`src/rtl/rbt_pkg.sv`:
```
// Package for the reorder buffer table: operation and status codes,
// opcode constants and the stored entry layout. No dependencies.
package rbt_pkg;

  typedef enum logic [2:0] {
    OP_INSERT     = 3'd0,
    OP_READ       = 3'd1,
    OP_UPDATE     = 3'd2,
    OP_COMMIT     = 3'd3,
    OP_FLUSH_ALL  = 3'd4,
    OP_FLUSH_FROM = 3'd5,
    OP_RM_BRANCH  = 3'd6,
    OP_RM_STORE   = 3'd7
  } op_e;

  typedef enum logic [2:0] {
    ST_OK       = 3'd0,
    ST_FULL     = 3'd1,
    ST_REG      = 3'd2,
    ST_ABSENT   = 3'd3,
    ST_NOCOMMIT = 3'd4,
    ST_KIND     = 3'd5
  } status_e;

  localparam logic [5:0] OPC_STORE  = 6'd10;
  localparam logic [5:0] OPC_BRANCH = 6'd11;

  localparam int unsigned CFG_CAPACITY  = 0;
  localparam int unsigned CFG_REG_LIMIT = 1;

  typedef struct packed {
    logic [31:0]        tag;
    logic [7:0]         dest;
    logic [5:0]         opcode;
    logic signed [31:0] result;
    logic               done;
  } entry_t;

endpackage

```
`src/rtl/rob_in_if.sv`:
```
// Request channel of the reorder buffer table: valid/ready plus one operation.
// Depends on nothing.
interface rob_in_if;
  logic               valid;
  logic               ready;
  logic [2:0]         operation;
  logic [31:0]        instr_tag;
  logic [7:0]         dest_reg;
  logic [5:0]         instr_opcode;
  logic signed [31:0] result_value;

  modport source (output valid, operation, instr_tag, dest_reg, instr_opcode, result_value,
                  input ready);
  modport sink   (input valid, operation, instr_tag, dest_reg, instr_opcode, result_value,
                  output ready);
endinterface

```
`src/rtl/rob_out_if.sv`:
```
// Response channel of the reorder buffer table: valid/ready plus one result.
// Depends on nothing.
interface rob_out_if;
  logic               valid;
  logic               ready;
  logic [2:0]         status;
  logic [31:0]        out_tag;
  logic [7:0]         out_dest_reg;
  logic [5:0]         out_opcode;
  logic signed [31:0] out_result;
  logic               out_done;
  logic               buffer_full;
  logic               buffer_empty;

  modport source (output valid, status, out_tag, out_dest_reg, out_opcode, out_result,
                  out_done, buffer_full, buffer_empty, input ready);
  modport sink   (input valid, status, out_tag, out_dest_reg, out_opcode, out_result,
                  out_done, buffer_full, buffer_empty, output ready);
endinterface

```
`src/rtl/rbt_store.sv`:
```
// Entry memory of the reorder buffer table: one write port, one read port,
// read data registered. Uses rbt_pkg::entry_t.
module rbt_store #(
  parameter int unsigned ENTRIES = 32,
  parameter int unsigned IW      = 5
) (
  input  logic           clk_i,
  input  logic           rd_en_i,
  input  logic [IW-1:0]  rd_addr_i,
  output rbt_pkg::entry_t rd_data_o,
  input  logic           wr_en_i,
  input  logic [IW-1:0]  wr_addr_i,
  input  rbt_pkg::entry_t wr_data_i
);

  rbt_pkg::entry_t mem [ENTRIES];
  rbt_pkg::entry_t rd_data_q;

  always_ff @(posedge clk_i) begin
    if (wr_en_i) begin
      mem[wr_addr_i] <= wr_data_i;
    end
    if (rd_en_i) begin
      rd_data_q <= mem[rd_addr_i];
    end
  end

  assign rd_data_o = rd_data_q;

endmodule

```
`src/rtl/reorder_buffer_table.sv`:
```
// Reorder buffer table: tagged entries (tag, destination, opcode, result,
// done) kept in a synchronous memory, with valid bits and a count in flops.
//
// Usage: one operation is taken per beat on in_i (valid/ready) and exactly
// one result beat is returned on out_o. Configuration (capacity, register
// limit) is written through cfg_we_i/cfg_idx_i/cfg_wdata_i while idle.
// Every operation except flush all walks the whole entry memory, one entry
// per cycle, to find the tag, the first free slot and the oldest entry; a
// finish state applies the change and loads the output register. The entry
// memory has a single read port. in_i.ready is high only while no operation
// is in progress. A result waiting in the output register does not block
// acceptance; the finish state of the next operation waits until the
// receiver has taken it. Reset empties the buffer and restores capacity 32
// and register limit 255; memory contents are not cleared.
module reorder_buffer_table #(
  parameter int unsigned ENTRIES = 32
) (
  input  logic       clk_i,
  input  logic       rst_ni,
  rob_in_if.sink     in_i,
  rob_out_if.source  out_o,
  input  logic       cfg_we_i,
  input  logic [0:0] cfg_idx_i,
  input  logic [7:0] cfg_wdata_i
);

  localparam int unsigned IW = (ENTRIES > 1) ? $clog2(ENTRIES) : 1;
  localparam int unsigned CW = $clog2(ENTRIES + 1);

  typedef enum logic [1:0] {S_IDLE, S_SCAN, S_FINISH} state_e;

  state_e           state_q;
  rbt_pkg::op_e     op_q;
  logic [31:0]      key_q;
  logic [7:0]       dest_q;
  logic [5:0]       opc_q;
  logic signed [31:0] val_q;

  logic [5:0]       capacity_q;
  logic [7:0]       limit_q;

  logic [ENTRIES-1:0] valid_q;
  logic [CW-1:0]    count_q;
  logic [CW-1:0]    cnt_q;
  logic             rd_vld_q;
  logic [IW-1:0]    rd_idx_q;

  logic             found_q, free_found_q, old_found_q;
  logic [IW-1:0]    f_idx_q, free_idx_q, old_idx_q;
  rbt_pkg::entry_t  f_ent_q, old_ent_q;

  rbt_pkg::entry_t  rd_ent;
  logic             rd_en;

  // Finish-cycle results.
  logic [ENTRIES-1:0] valid_f;
  logic [CW-1:0]    count_f;
  rbt_pkg::status_e st_f;
  rbt_pkg::entry_t  o_ent;
  logic             o_done;
  logic             wr_en;
  logic [IW-1:0]    wr_idx;
  rbt_pkg::entry_t  wr_ent;
  logic             full_now, fin_go;
  logic [5:0]       kind_opc;

  assign rd_en = (state_q == S_SCAN) && (cnt_q < CW'(ENTRIES));
  assign fin_go = (state_q == S_FINISH) && (!out_o.valid || out_o.ready);
  assign in_i.ready = (state_q == S_IDLE);

  rbt_store #(.ENTRIES(ENTRIES), .IW(IW)) u_store (
    .clk_i     (clk_i),
    .rd_en_i   (rd_en),
    .rd_addr_i (cnt_q[IW-1:0]),
    .rd_data_o (rd_ent),
    .wr_en_i   (wr_en),
    .wr_addr_i (wr_idx),
    .wr_data_i (wr_ent)
  );

  always_comb begin
    valid_f  = valid_q;
    count_f  = count_q;
    st_f     = rbt_pkg::ST_OK;
    o_ent    = '0;
    o_done   = 1'b0;
    wr_en    = 1'b0;
    wr_idx   = free_idx_q;
    wr_ent   = '{tag: key_q, dest: dest_q, opcode: opc_q, result: '0, done: 1'b0};
    full_now = (9'(count_q) >= 9'(capacity_q)) || (9'(count_q) >= 9'(ENTRIES));
    kind_opc = (op_q == rbt_pkg::OP_RM_BRANCH) ? rbt_pkg::OPC_BRANCH : rbt_pkg::OPC_STORE;
    case (op_q)
      rbt_pkg::OP_INSERT: begin
        if (full_now) begin
          st_f = rbt_pkg::ST_FULL;
        end else if (dest_q > limit_q) begin
          st_f = rbt_pkg::ST_REG;
        end else if (!found_q) begin
          if (free_found_q) begin
            wr_en               = fin_go;
            valid_f[free_idx_q] = 1'b1;
            count_f             = count_q + 1'b1;
          end else begin
            st_f = rbt_pkg::ST_FULL;
          end
        end
      end
      rbt_pkg::OP_READ: begin
        if (found_q) begin
          o_ent  = f_ent_q;
          o_done = f_ent_q.done;
        end else begin
          st_f = rbt_pkg::ST_ABSENT;
        end
      end
      rbt_pkg::OP_UPDATE: begin
        if (found_q) begin
          wr_en         = fin_go;
          wr_idx        = f_idx_q;
          wr_ent        = f_ent_q;
          wr_ent.result = val_q;
          wr_ent.done   = 1'b1;
        end else begin
          st_f = rbt_pkg::ST_ABSENT;
        end
      end
      rbt_pkg::OP_COMMIT: begin
        if (old_found_q && old_ent_q.done) begin
          o_ent              = old_ent_q;
          o_done             = 1'b1;
          valid_f[old_idx_q] = 1'b0;
          count_f            = count_q - 1'b1;
        end else begin
          st_f = rbt_pkg::ST_NOCOMMIT;
        end
      end
      rbt_pkg::OP_FLUSH_ALL: begin
        valid_f = '0;
        count_f = '0;
      end
      rbt_pkg::OP_FLUSH_FROM: begin
        // Entries were dropped during the scan.
      end
      rbt_pkg::OP_RM_BRANCH, rbt_pkg::OP_RM_STORE: begin
        if (!found_q) begin
          st_f = rbt_pkg::ST_ABSENT;
        end else if (f_ent_q.opcode != kind_opc) begin
          st_f = rbt_pkg::ST_KIND;
        end else begin
          valid_f[f_idx_q] = 1'b0;
          count_f          = count_q - 1'b1;
        end
      end
      default: begin
      end
    endcase
  end

  always_ff @(posedge clk_i or negedge rst_ni) begin
    if (!rst_ni) begin
      capacity_q <= 6'd32;
      limit_q    <= 8'd255;
    end else if (cfg_we_i) begin
      case (cfg_idx_i)
        1'(rbt_pkg::CFG_CAPACITY):  capacity_q <= cfg_wdata_i[5:0];
        1'(rbt_pkg::CFG_REG_LIMIT): limit_q    <= cfg_wdata_i;
        default: begin
        end
      endcase
    end
  end

  always_ff @(posedge clk_i or negedge rst_ni) begin
    if (!rst_ni) begin
      state_q      <= S_IDLE;
      valid_q      <= '0;
      count_q      <= '0;
      cnt_q        <= '0;
      rd_vld_q     <= 1'b0;
      found_q      <= 1'b0;
      free_found_q <= 1'b0;
      old_found_q  <= 1'b0;
      out_o.valid  <= 1'b0;
    end else begin
      if (out_o.valid && out_o.ready && !fin_go) begin
        out_o.valid <= 1'b0;
      end
      rd_vld_q <= rd_en;
      rd_idx_q <= cnt_q[IW-1:0];
      case (state_q)
        S_IDLE: begin
          if (in_i.valid) begin
            op_q         <= rbt_pkg::op_e'(in_i.operation);
            key_q        <= in_i.instr_tag;
            dest_q       <= in_i.dest_reg;
            opc_q        <= in_i.instr_opcode;
            val_q        <= in_i.result_value;
            found_q      <= 1'b0;
            free_found_q <= 1'b0;
            old_found_q  <= 1'b0;
            cnt_q        <= '0;
            state_q      <= (rbt_pkg::op_e'(in_i.operation) == rbt_pkg::OP_FLUSH_ALL)
                            ? S_FINISH : S_SCAN;
          end
        end
        S_SCAN: begin
          if (rd_en) begin
            cnt_q <= cnt_q + 1'b1;
          end
          if (rd_vld_q) begin
            if (valid_q[rd_idx_q] && rd_ent.tag == key_q && !found_q) begin
              found_q <= 1'b1;
              f_idx_q <= rd_idx_q;
              f_ent_q <= rd_ent;
            end
            if (!valid_q[rd_idx_q] && !free_found_q) begin
              free_found_q <= 1'b1;
              free_idx_q   <= rd_idx_q;
            end
            if (valid_q[rd_idx_q] && (!old_found_q || rd_ent.tag < old_ent_q.tag)) begin
              old_found_q <= 1'b1;
              old_idx_q   <= rd_idx_q;
              old_ent_q   <= rd_ent;
            end
            if (op_q == rbt_pkg::OP_FLUSH_FROM && valid_q[rd_idx_q] && rd_ent.tag >= key_q) begin
              valid_q[rd_idx_q] <= 1'b0;
              count_q           <= count_q - 1'b1;
            end
          end else if (!rd_en) begin
            state_q <= S_FINISH;
          end
        end
        S_FINISH: begin
          if (fin_go) begin
            valid_q            <= valid_f;
            count_q            <= count_f;
            out_o.valid        <= 1'b1;
            out_o.status       <= st_f;
            out_o.out_tag      <= o_ent.tag;
            out_o.out_dest_reg <= o_ent.dest;
            out_o.out_opcode   <= o_ent.opcode;
            out_o.out_result   <= o_ent.result;
            out_o.out_done     <= o_done;
            out_o.buffer_full  <= (9'(count_f) >= 9'(capacity_q)) ||
                                  (9'(count_f) >= 9'(ENTRIES));
            out_o.buffer_empty <= (count_f == '0);
            state_q            <= S_IDLE;
          end
        end
        default: state_q <= S_IDLE;
      endcase
    end
  end

`ifndef SYNTH
  a_count_matches_valid: assert property (@(posedge clk_i) disable iff (!rst_ni)
    count_q == CW'($countones(valid_q)))
    else $error("entry count disagrees with valid bits");

  a_fail_zero_payload: assert property (@(posedge clk_i) disable iff (!rst_ni)
    out_o.valid && out_o.status != rbt_pkg::ST_OK |-> out_o.out_tag == '0 && !out_o.out_done)
    else $error("failed operation returned entry data");

  a_busy_after_accept: assert property (@(posedge clk_i) disable iff (!rst_ni)
    in_i.valid && in_i.ready |=> !in_i.ready)
    else $error("new beat taken while an operation is in progress");

  a_empty_flag: assert property (@(posedge clk_i) disable iff (!rst_ni)
    $rose(out_o.valid) |-> out_o.buffer_empty == (count_q == '0))
    else $error("empty flag disagrees with entry count");
`endif

endmodule

```
`src/flat_wrapper.sv`:
```
// flat-port wrapper written by rule: the top's interface ports become plain ports
module reorder_buffer_table_flat 
#(
  parameter int unsigned ENTRIES = 32
)
  (clk_i, rst_ni, cfg_we_i, cfg_idx_i, cfg_wdata_i, in_i_valid, in_i_operation, in_i_instr_tag, in_i_dest_reg, in_i_instr_opcode, in_i_result_value, in_i_ready, out_o_valid, out_o_status, out_o_out_tag, out_o_out_dest_reg, out_o_out_opcode, out_o_out_result, out_o_out_done, out_o_buffer_full, out_o_buffer_empty, out_o_ready);
  rob_in_if in_i_i ();
  rob_out_if out_o_i ();
  input  logic clk_i;
  input  logic rst_ni;
  input  logic cfg_we_i;
  input  logic [0:0] cfg_idx_i;
  input  logic [7:0] cfg_wdata_i;
  input wire logic [$bits(in_i_i.valid)-1:0] in_i_valid;
  input wire logic [$bits(in_i_i.operation)-1:0] in_i_operation;
  input wire logic [$bits(in_i_i.instr_tag)-1:0] in_i_instr_tag;
  input wire logic [$bits(in_i_i.dest_reg)-1:0] in_i_dest_reg;
  input wire logic [$bits(in_i_i.instr_opcode)-1:0] in_i_instr_opcode;
  input wire logic [$bits(in_i_i.result_value)-1:0] in_i_result_value;
  output wire logic [$bits(in_i_i.ready)-1:0] in_i_ready;
  output wire logic [$bits(out_o_i.valid)-1:0] out_o_valid;
  output wire logic [$bits(out_o_i.status)-1:0] out_o_status;
  output wire logic [$bits(out_o_i.out_tag)-1:0] out_o_out_tag;
  output wire logic [$bits(out_o_i.out_dest_reg)-1:0] out_o_out_dest_reg;
  output wire logic [$bits(out_o_i.out_opcode)-1:0] out_o_out_opcode;
  output wire logic [$bits(out_o_i.out_result)-1:0] out_o_out_result;
  output wire logic [$bits(out_o_i.out_done)-1:0] out_o_out_done;
  output wire logic [$bits(out_o_i.buffer_full)-1:0] out_o_buffer_full;
  output wire logic [$bits(out_o_i.buffer_empty)-1:0] out_o_buffer_empty;
  input wire logic [$bits(out_o_i.ready)-1:0] out_o_ready;
  assign in_i_i.valid = in_i_valid;
  assign in_i_i.operation = in_i_operation;
  assign in_i_i.instr_tag = in_i_instr_tag;
  assign in_i_i.dest_reg = in_i_dest_reg;
  assign in_i_i.instr_opcode = in_i_instr_opcode;
  assign in_i_i.result_value = in_i_result_value;
  assign in_i_ready = in_i_i.ready;
  assign out_o_valid = out_o_i.valid;
  assign out_o_status = out_o_i.status;
  assign out_o_out_tag = out_o_i.out_tag;
  assign out_o_out_dest_reg = out_o_i.out_dest_reg;
  assign out_o_out_opcode = out_o_i.out_opcode;
  assign out_o_out_result = out_o_i.out_result;
  assign out_o_out_done = out_o_i.out_done;
  assign out_o_buffer_full = out_o_i.buffer_full;
  assign out_o_buffer_empty = out_o_i.buffer_empty;
  assign out_o_i.ready = out_o_ready;
  reorder_buffer_table #(.ENTRIES(ENTRIES)) u_core (.clk_i(clk_i), .rst_ni(rst_ni), .in_i(in_i_i), .out_o(out_o_i), .cfg_we_i(cfg_we_i), .cfg_idx_i(cfg_idx_i), .cfg_wdata_i(cfg_wdata_i));
endmodule
```
`config.mk`:
```
export PLATFORM = sky130hd
export DESIGN_NAME = reorder_buffer_table_flat
export DESIGN_NICKNAME = d
export VERILOG_FILES = /design/src/rtl/rbt_pkg.sv /design/src/rtl/rob_in_if.sv /design/src/rtl/rob_out_if.sv /design/src/rtl/rbt_store.sv /design/src/rtl/reorder_buffer_table.sv /design/src/flat_wrapper.sv
export SDC_FILE = /design/constraint.sdc
export NUM_CORES = 2
export LEC_CHECK = 0
export ABC_CLOCK_PERIOD_IN_PS = 8500
export BUFFER_PORTS_ARGS = -buffer_cell sky130_fd_sc_hd__buf_2
export CORE_MARGIN = 4
export CORE_UTILIZATION = 60
export CTS_BUF_LIST = sky130_fd_sc_hd__clkbuf_8
export DETAILED_ROUTE_END_ITERATION = 8
export GPL_TIMING_DRIVEN = 0
export PLACE_DENSITY = 0.76
export SLEW_MARGIN = 20
export SYNTH_ARGS = -nofsm -noshare
export SYNTH_HDL_FRONTEND = slang
export SYNTH_SLANG_ARGS = --single-unit
```
`constraint.sdc`:
```
create_clock -name clk_i -period 8.5 [get_ports clk_i]
set_input_delay 1.7 -clock clk_i [delete_from_list [all_inputs] [get_ports clk_i]]
set_output_delay 1.7 -clock clk_i [all_outputs]
set_load 0.05 [all_outputs]
```
# Word level (Yosys, flattened, before mapping)
# Memories as Yosys holds them, arrays and structs flattened. A register that Yosys moved wholly into a read port is not among the register bits.
# Cells that the tools add are included.
[classes]
muxes = 84
bitwise_logic = 8
n_reduce_logical = 46
n_eq_ne = 30
n_addsub = 3
n_lt_le_gt_ge = 16
[ops]
columns = ["operator", "n"]
rows = [
  ["$mux W32", 10],
  ["$mux W79", 4],
  ["$pmux W79 S2", 1],
  ["$pmux W32 S4", 1],
  ["$and A32 B32 Y32", 3],
  ["$not A32 Y32", 3],
  ["$mux W6", 12],
  ["$pmux W32 S2", 1],
  ["$eq A32 B32 Y1", 1],
  ["$ge A32 B32 Y1", 1],
  ["$lt A32 B32 Y1", 1],
  ["$or A32 B32 Y32", 1],
  ["$reduce_and A4 Y1", 8],
  ["$mux W1", 26],
  ["$lt A5 B6 Y1 const B", 4],
  ["$pmux W6 S2", 2],
  ["$pmux W6 S4", 1],
  ["$demux W1 S5", 4],
  ["$ge A5 B1 Y1 const B", 4],
  ["$mux W3", 6],
  ["$eq A3 B3 Y1 const B", 5],
  ["$logic_and A1 B1 Y1", 15],
  ["$ne A3 B3 Y1 const B", 5],
  ["$ne A2 B2 Y1 const B", 7],
  ["31 further kinds", 61],
]
[totals]
ff_bits = 408
in_bits = 95
mem_bits_rw = 2528
n_memories = 1
[memory_table]
columns = ["name", "words", "width", "read_ports", "rd_ports_with_merged_regs", "write_ports", "line_no", "source"]
rows = [
  ["u_core.u_store.mem", 32, 79, 1, 1, 1, "rbt_store.sv:16", "rbt_pkg::entry_t mem [ENTRIES];"],
]

# Logic depth before layout (Yosys ltp)
[depth]
word_depth = 12
depth_mapped = 16
mapped_depth_nobuf = 16

# Modules after synthesis
# From an unflattened synthesis, not the netlist that was laid out.
[unflattened]
hier_cells = 6064
hier_area_um2 = 117136.1
[by_module_without_submodules]
columns = ["module", "cells_per_inst", "area_per_inst_um2", "n_inst"]
rows = [
  ["rbt_store", 4634, 98500.7, 1],
  ["reorder_buffer_table", 1430, 18635.4, 1],
]

# Least setup slack after synthesis
# No wires, ideal clock.
[synth_path]
path_kind = "input-to-reg"
startpoint = "input port rst_ni"
endpoint = "register u_core.old_ent_q[0] (netlist bit) (enable)"
cell_stages = 4
setup_slack_ns = 1.927
required_ns = 7.945
setup_time_ns = 0.555
arrival_ns = 6.018
cell_sequence = "nand2_1 -> a21oi_1 -> nand2_1 -> a21oi_1"
[synth_between]
elab_chain_len = 1
[synth_lines]
columns = ["element", "line_no", "source"]
rows = [
  ["start: declaration", "flat_wrapper.sv:10", "input logic rst_ni;"],
  ["$reduce_and A4 Y1 (no source line)", "--", ""],
  ["end signal: assignment", "reorder_buffer_table.sv:223", "old_ent_q <= rd_ent;"],
  ["end: declaration", "reorder_buffer_table.sv:50", "rbt_pkg::entry_t f_ent_q, old_ent_q;"],
]
# Every way passes these cells.
# A chain may end at the register's enable or synchronous reset.

# Final worst setup path
[layout_path]
startpoint = "register u_core.op_q[0]"
endpoint = "memory u_core.u_store.mem[20][9] (netlist bit) (enable)"
[layout_between]
elab_chain_len = 4
elab_cells_between_ends = 6
[layout_lines]
columns = ["element", "line_no", "source"]
rows = [
  ["start: declaration", "reorder_buffer_table.sv:33", "rbt_pkg::op_e op_q;"],
  ["start signal: assignment", "reorder_buffer_table.sv:193", "op_q <= rbt_pkg::op_e'(in_i.operation);"],
  ["$eq A3 B2 Y1 or $logic_not A3 Y1 (tied branches)", "reorder_buffer_table.sv:92", "case (op_q)"],
  ["$pmux W1 S2", "reorder_buffer_table.sv:92", ""],
  ["$mux W1", "rbt_store.sv:20", "if (wr_en_i) begin"],
  ["$mux W1 (implied by the code)", "rbt_store.sv:21", "mem[wr_addr_i] <= wr_data_i;"],
  ["end: declaration", "rbt_store.sv:16", ""],
]
# Parallel ways exist; a longest one is shown, timed or not.

==> impl_metrics.yaml <==
critical_path:
  path_delay_family: "buffers and inverters"
  worstPathArrival_ns: 6.05
  worstPathRequired_ns: 9.27
  max_stage_delay_ns: 0.80
  criticalPathCategory: "reg2reg"
  crit_chain: "clkbuf_1, clkbuf_1, nor2_1, nand3_1, clkbuf_1, nand2_1, a21oi_1, nand2_1, nor2_4, buf_16, buf_12, buf_16"
  crit_buf_inv: 6
  crit_fanout: 15
  endpoint_kind: "flop"
  crit_slowest_cell: "clkbuf_1"
  start_kind: "flop"
  cpMostUsedCell: "clkbuf_1"
placed_design:
  io_buffers: 180
  gp_congestion: 0.936
  dp_hpwl_um: 214000
  placed_area_mm2: 0.126
global_routing:
  grt_pass1_vias: 61900
  overflow: 0
  grt_max_degree: 49
  grt_pass1_wl_um: 453000
  antenna_found_initial: 16
  grt.total_usage_pct: 32.0
layout:
  design_area_mm2: 0.135
  multiInputGateArea_mm2: 0.0256
  area_delta_synth_final_pct: 15.2
  layout-drive-gt1-share_pct: 31.7
  fillerInstances: 10900
  final_core_util_pct: 69.7
  largest_reg_flops: 2528
  regArea_mm2: 0.0902
  regMostFlops: "u_core.u_store.mem"
  nets: 6265
synth:
  synth_top_cell_area_share_pct: 75.8
  yosysSeqAreaShare_pct: 77.2
  synthArstFlopShare_pct: 2.16
  yosysMostFrequentCell: "edfxtp_1"
  synth_area_leaders: "edfxtp_1, mux4_2, dfrtp_1"
  yosysUniqueCellTypes: 72
  yosys.area.top_type: "edfxtp_1"
  yosysWarningCount: 0
  postSynthCellCount: 5206
  synthTopCellsByCount: "edfxtp_1, mux4_2, clkbuf_1"
  synth_nets: 5388
  synth_edf_count: 2950
  ys_ff_latch: 3015
  syn_area_per_cell_um2: 22.4
  synthFlopType: "edfxtp_1"
  netlist_area_mm2: 0.117
clock_tree:
  clockRootBuffer: "clkbuf_8"
  path_clk_slew_ns: 0.06
  clock_sink_count: 3015
  ctsLongestPathBuffers: 4
  htree_levels: 5
  postCtsResizedCells: 0
  hold_buffers: 0
  clk_latency_ns: 1.14
  cts_buffers: 467
  tritoncts: "built"
  post-cts-setup-buffers: 0
timing:
  period_needed_ns: 5.28
  setup_violations: 0
  worstMarginPinSlew_ns: 1.23
  finalHoldViolCount: 0
  fin_crit_sh_pct: 62.2
  skew_ns: 0.0978
  fmax_mhz: 189
  slew_viol_final: 0
  slew_headroom_pct: 18.0
  rsz0062_at_grt: "no"
power:
  power_density_mw_per_mm2: 288
  p_leak_nw: 45.3
  peakVddDrop_mv: 0.201
drt:
  drc: 0
  via_count: 61900
  detail-route-antenna-nets: 0
  dr.pass1.iters: 8
  drt_wl_total_um: 321000
  drt_iter0_markers: 10300
  viasPerCell: 6.90
  routedWlPerCell_um: 35.8
run_status:
  outcome: "completed"
floorplanning:
  row_count: 161
  io_pins: 181
  die_area_mm2: 0.202
  die_w_um: 449
  initial_utilization_pct: 60.5
  core-area_mm2: 0.193
  die_h_um: 449
flow_run:
  cap_violations: 0
worst_hold_path:
  holdCritPathClass: "reg2reg"
[cells in the final DEF, fill, tap and decap left out, drive strengths merged, types with 76 or more instances in the layout]
cell type,synthesis,routed
buf,60,462
clkinv,0,161
edfxtp,2950,2950
a22o,78,78
a21oi,110,110
o21ai,76,76
mux2,88,88
clkbuf,215,700
nor2,84,84
nand2,132,132
ha,87,87
inv,92,257
mux4,792,792
[final cells by class]
| class | count | area share [%] |
|---|---|---|
| tap | 2526 | 2.35 |
| inverter | 92 | 0.262 |
| antenna | 12 | 0.0223 |
| clock buffer | 479 | 4.90 |
| clock inverter | 342 | 1.25 |
| buffer | 275 | 0.885 |
| multi-input combinational | 1824 | 19.0 |
| sequential | 3015 | 67.0 |
| timing repair buffer | 408 | 4.27 |
[per-stage QoR]
step                      setup TNS (ns)  total power, mW  cells  setup WS, ns  hold WS (ns)
after floorplan                        0             24.2   5206          1.93         0.421
after global placement          -9216.62             27.5   7912         -4.78         0.423
after detailed placement               0             27.9   8138          3.51         0.430
after CTS                              0             38.8   8959          3.57         0.410
after global routing                   0             40.0   8965          3.15         0.435
final                                  0             38.8   8973          3.22         0.395
[worst reg2reg max path, cell delays in order, from the launching register on]
cell      delay [ns]
edfxtp_1        0.39
clkbuf_1        0.39
clkbuf_1        0.44
nor2_1          0.17
nand3_1         0.23
clkbuf_1        0.80
nand2_1         0.20
a21oi_1         0.46
nand2_1         0.38
nor2_4          0.76
buf_16          0.29
buf_12          0.22
buf_16          0.20
[worst paths after layout]
| path | from | to | slack [ns] | cells past startpoint |
|---|---|---|---|---|
| setup / recovery | u_core.op_q[0]$_DFFE_PP_ | u_core.u_store.mem[20][9]$_DFFE_PP_ | 3.22 | 12 |
| hold / removal | u_core.u_store.rd_data_o[6]$_DFFE_PP_ | u_core.f_ent_q[6]$_DFFE_PP_ | 0.39 | 0 |
| setup reg to reg | u_core.op_q[0]$_DFFE_PP_ | u_core.u_store.mem[20][9]$_DFFE_PP_ | 3.22 | 12 |
| hold reg to reg | u_core.u_store.rd_data_o[6]$_DFFE_PP_ | u_core.f_ent_q[6]$_DFFE_PP_ | 0.39 | 0 |
| max in group asynchronous | rst_ni | u_core.valid_q[12]$_DFFE_PN0P_ | 7.39 | 2 |
| min in group asynchronous | rst_ni | u_core.valid_q[0]$_DFFE_PN0P_ | 0.51 | 1 |
[logic make-up (layout without fill, tap and decap cells)]
group | count (synthesis) | after routing | share of synthesized area [%]
flops | 3015 | 3015 | 77.2
mux | 893 | 893 | 16.2
simple gates | 392 | 392 | 1.65
xor+xnor | 5 | 5 | 0.0375
fa+ha+maj | 87 | 87 | 0.932
buf+inv | 367 | 1596 | 1.23
compound gates | 447 | 447 | 2.72
other cells | 0 | 12 | 0
[metal layers]
layer	global-route usage, %	vias to the layer above	routed length [um]
li1	-	24000	-
met1	43.9	31900	111000
met2	48.1	5134	149000
met3	9.03	860	43700
met4	16.1	10	18200
met5	0	-	72
[power by group]
part           switching (mW)  leakage (nW)  internal [mW]
Combinational            5.74          11.8           4.70
Sequential              0.322          28.7           17.0
Clock                    5.45          4.84           5.52
Power figures use the tool's default switching activity.
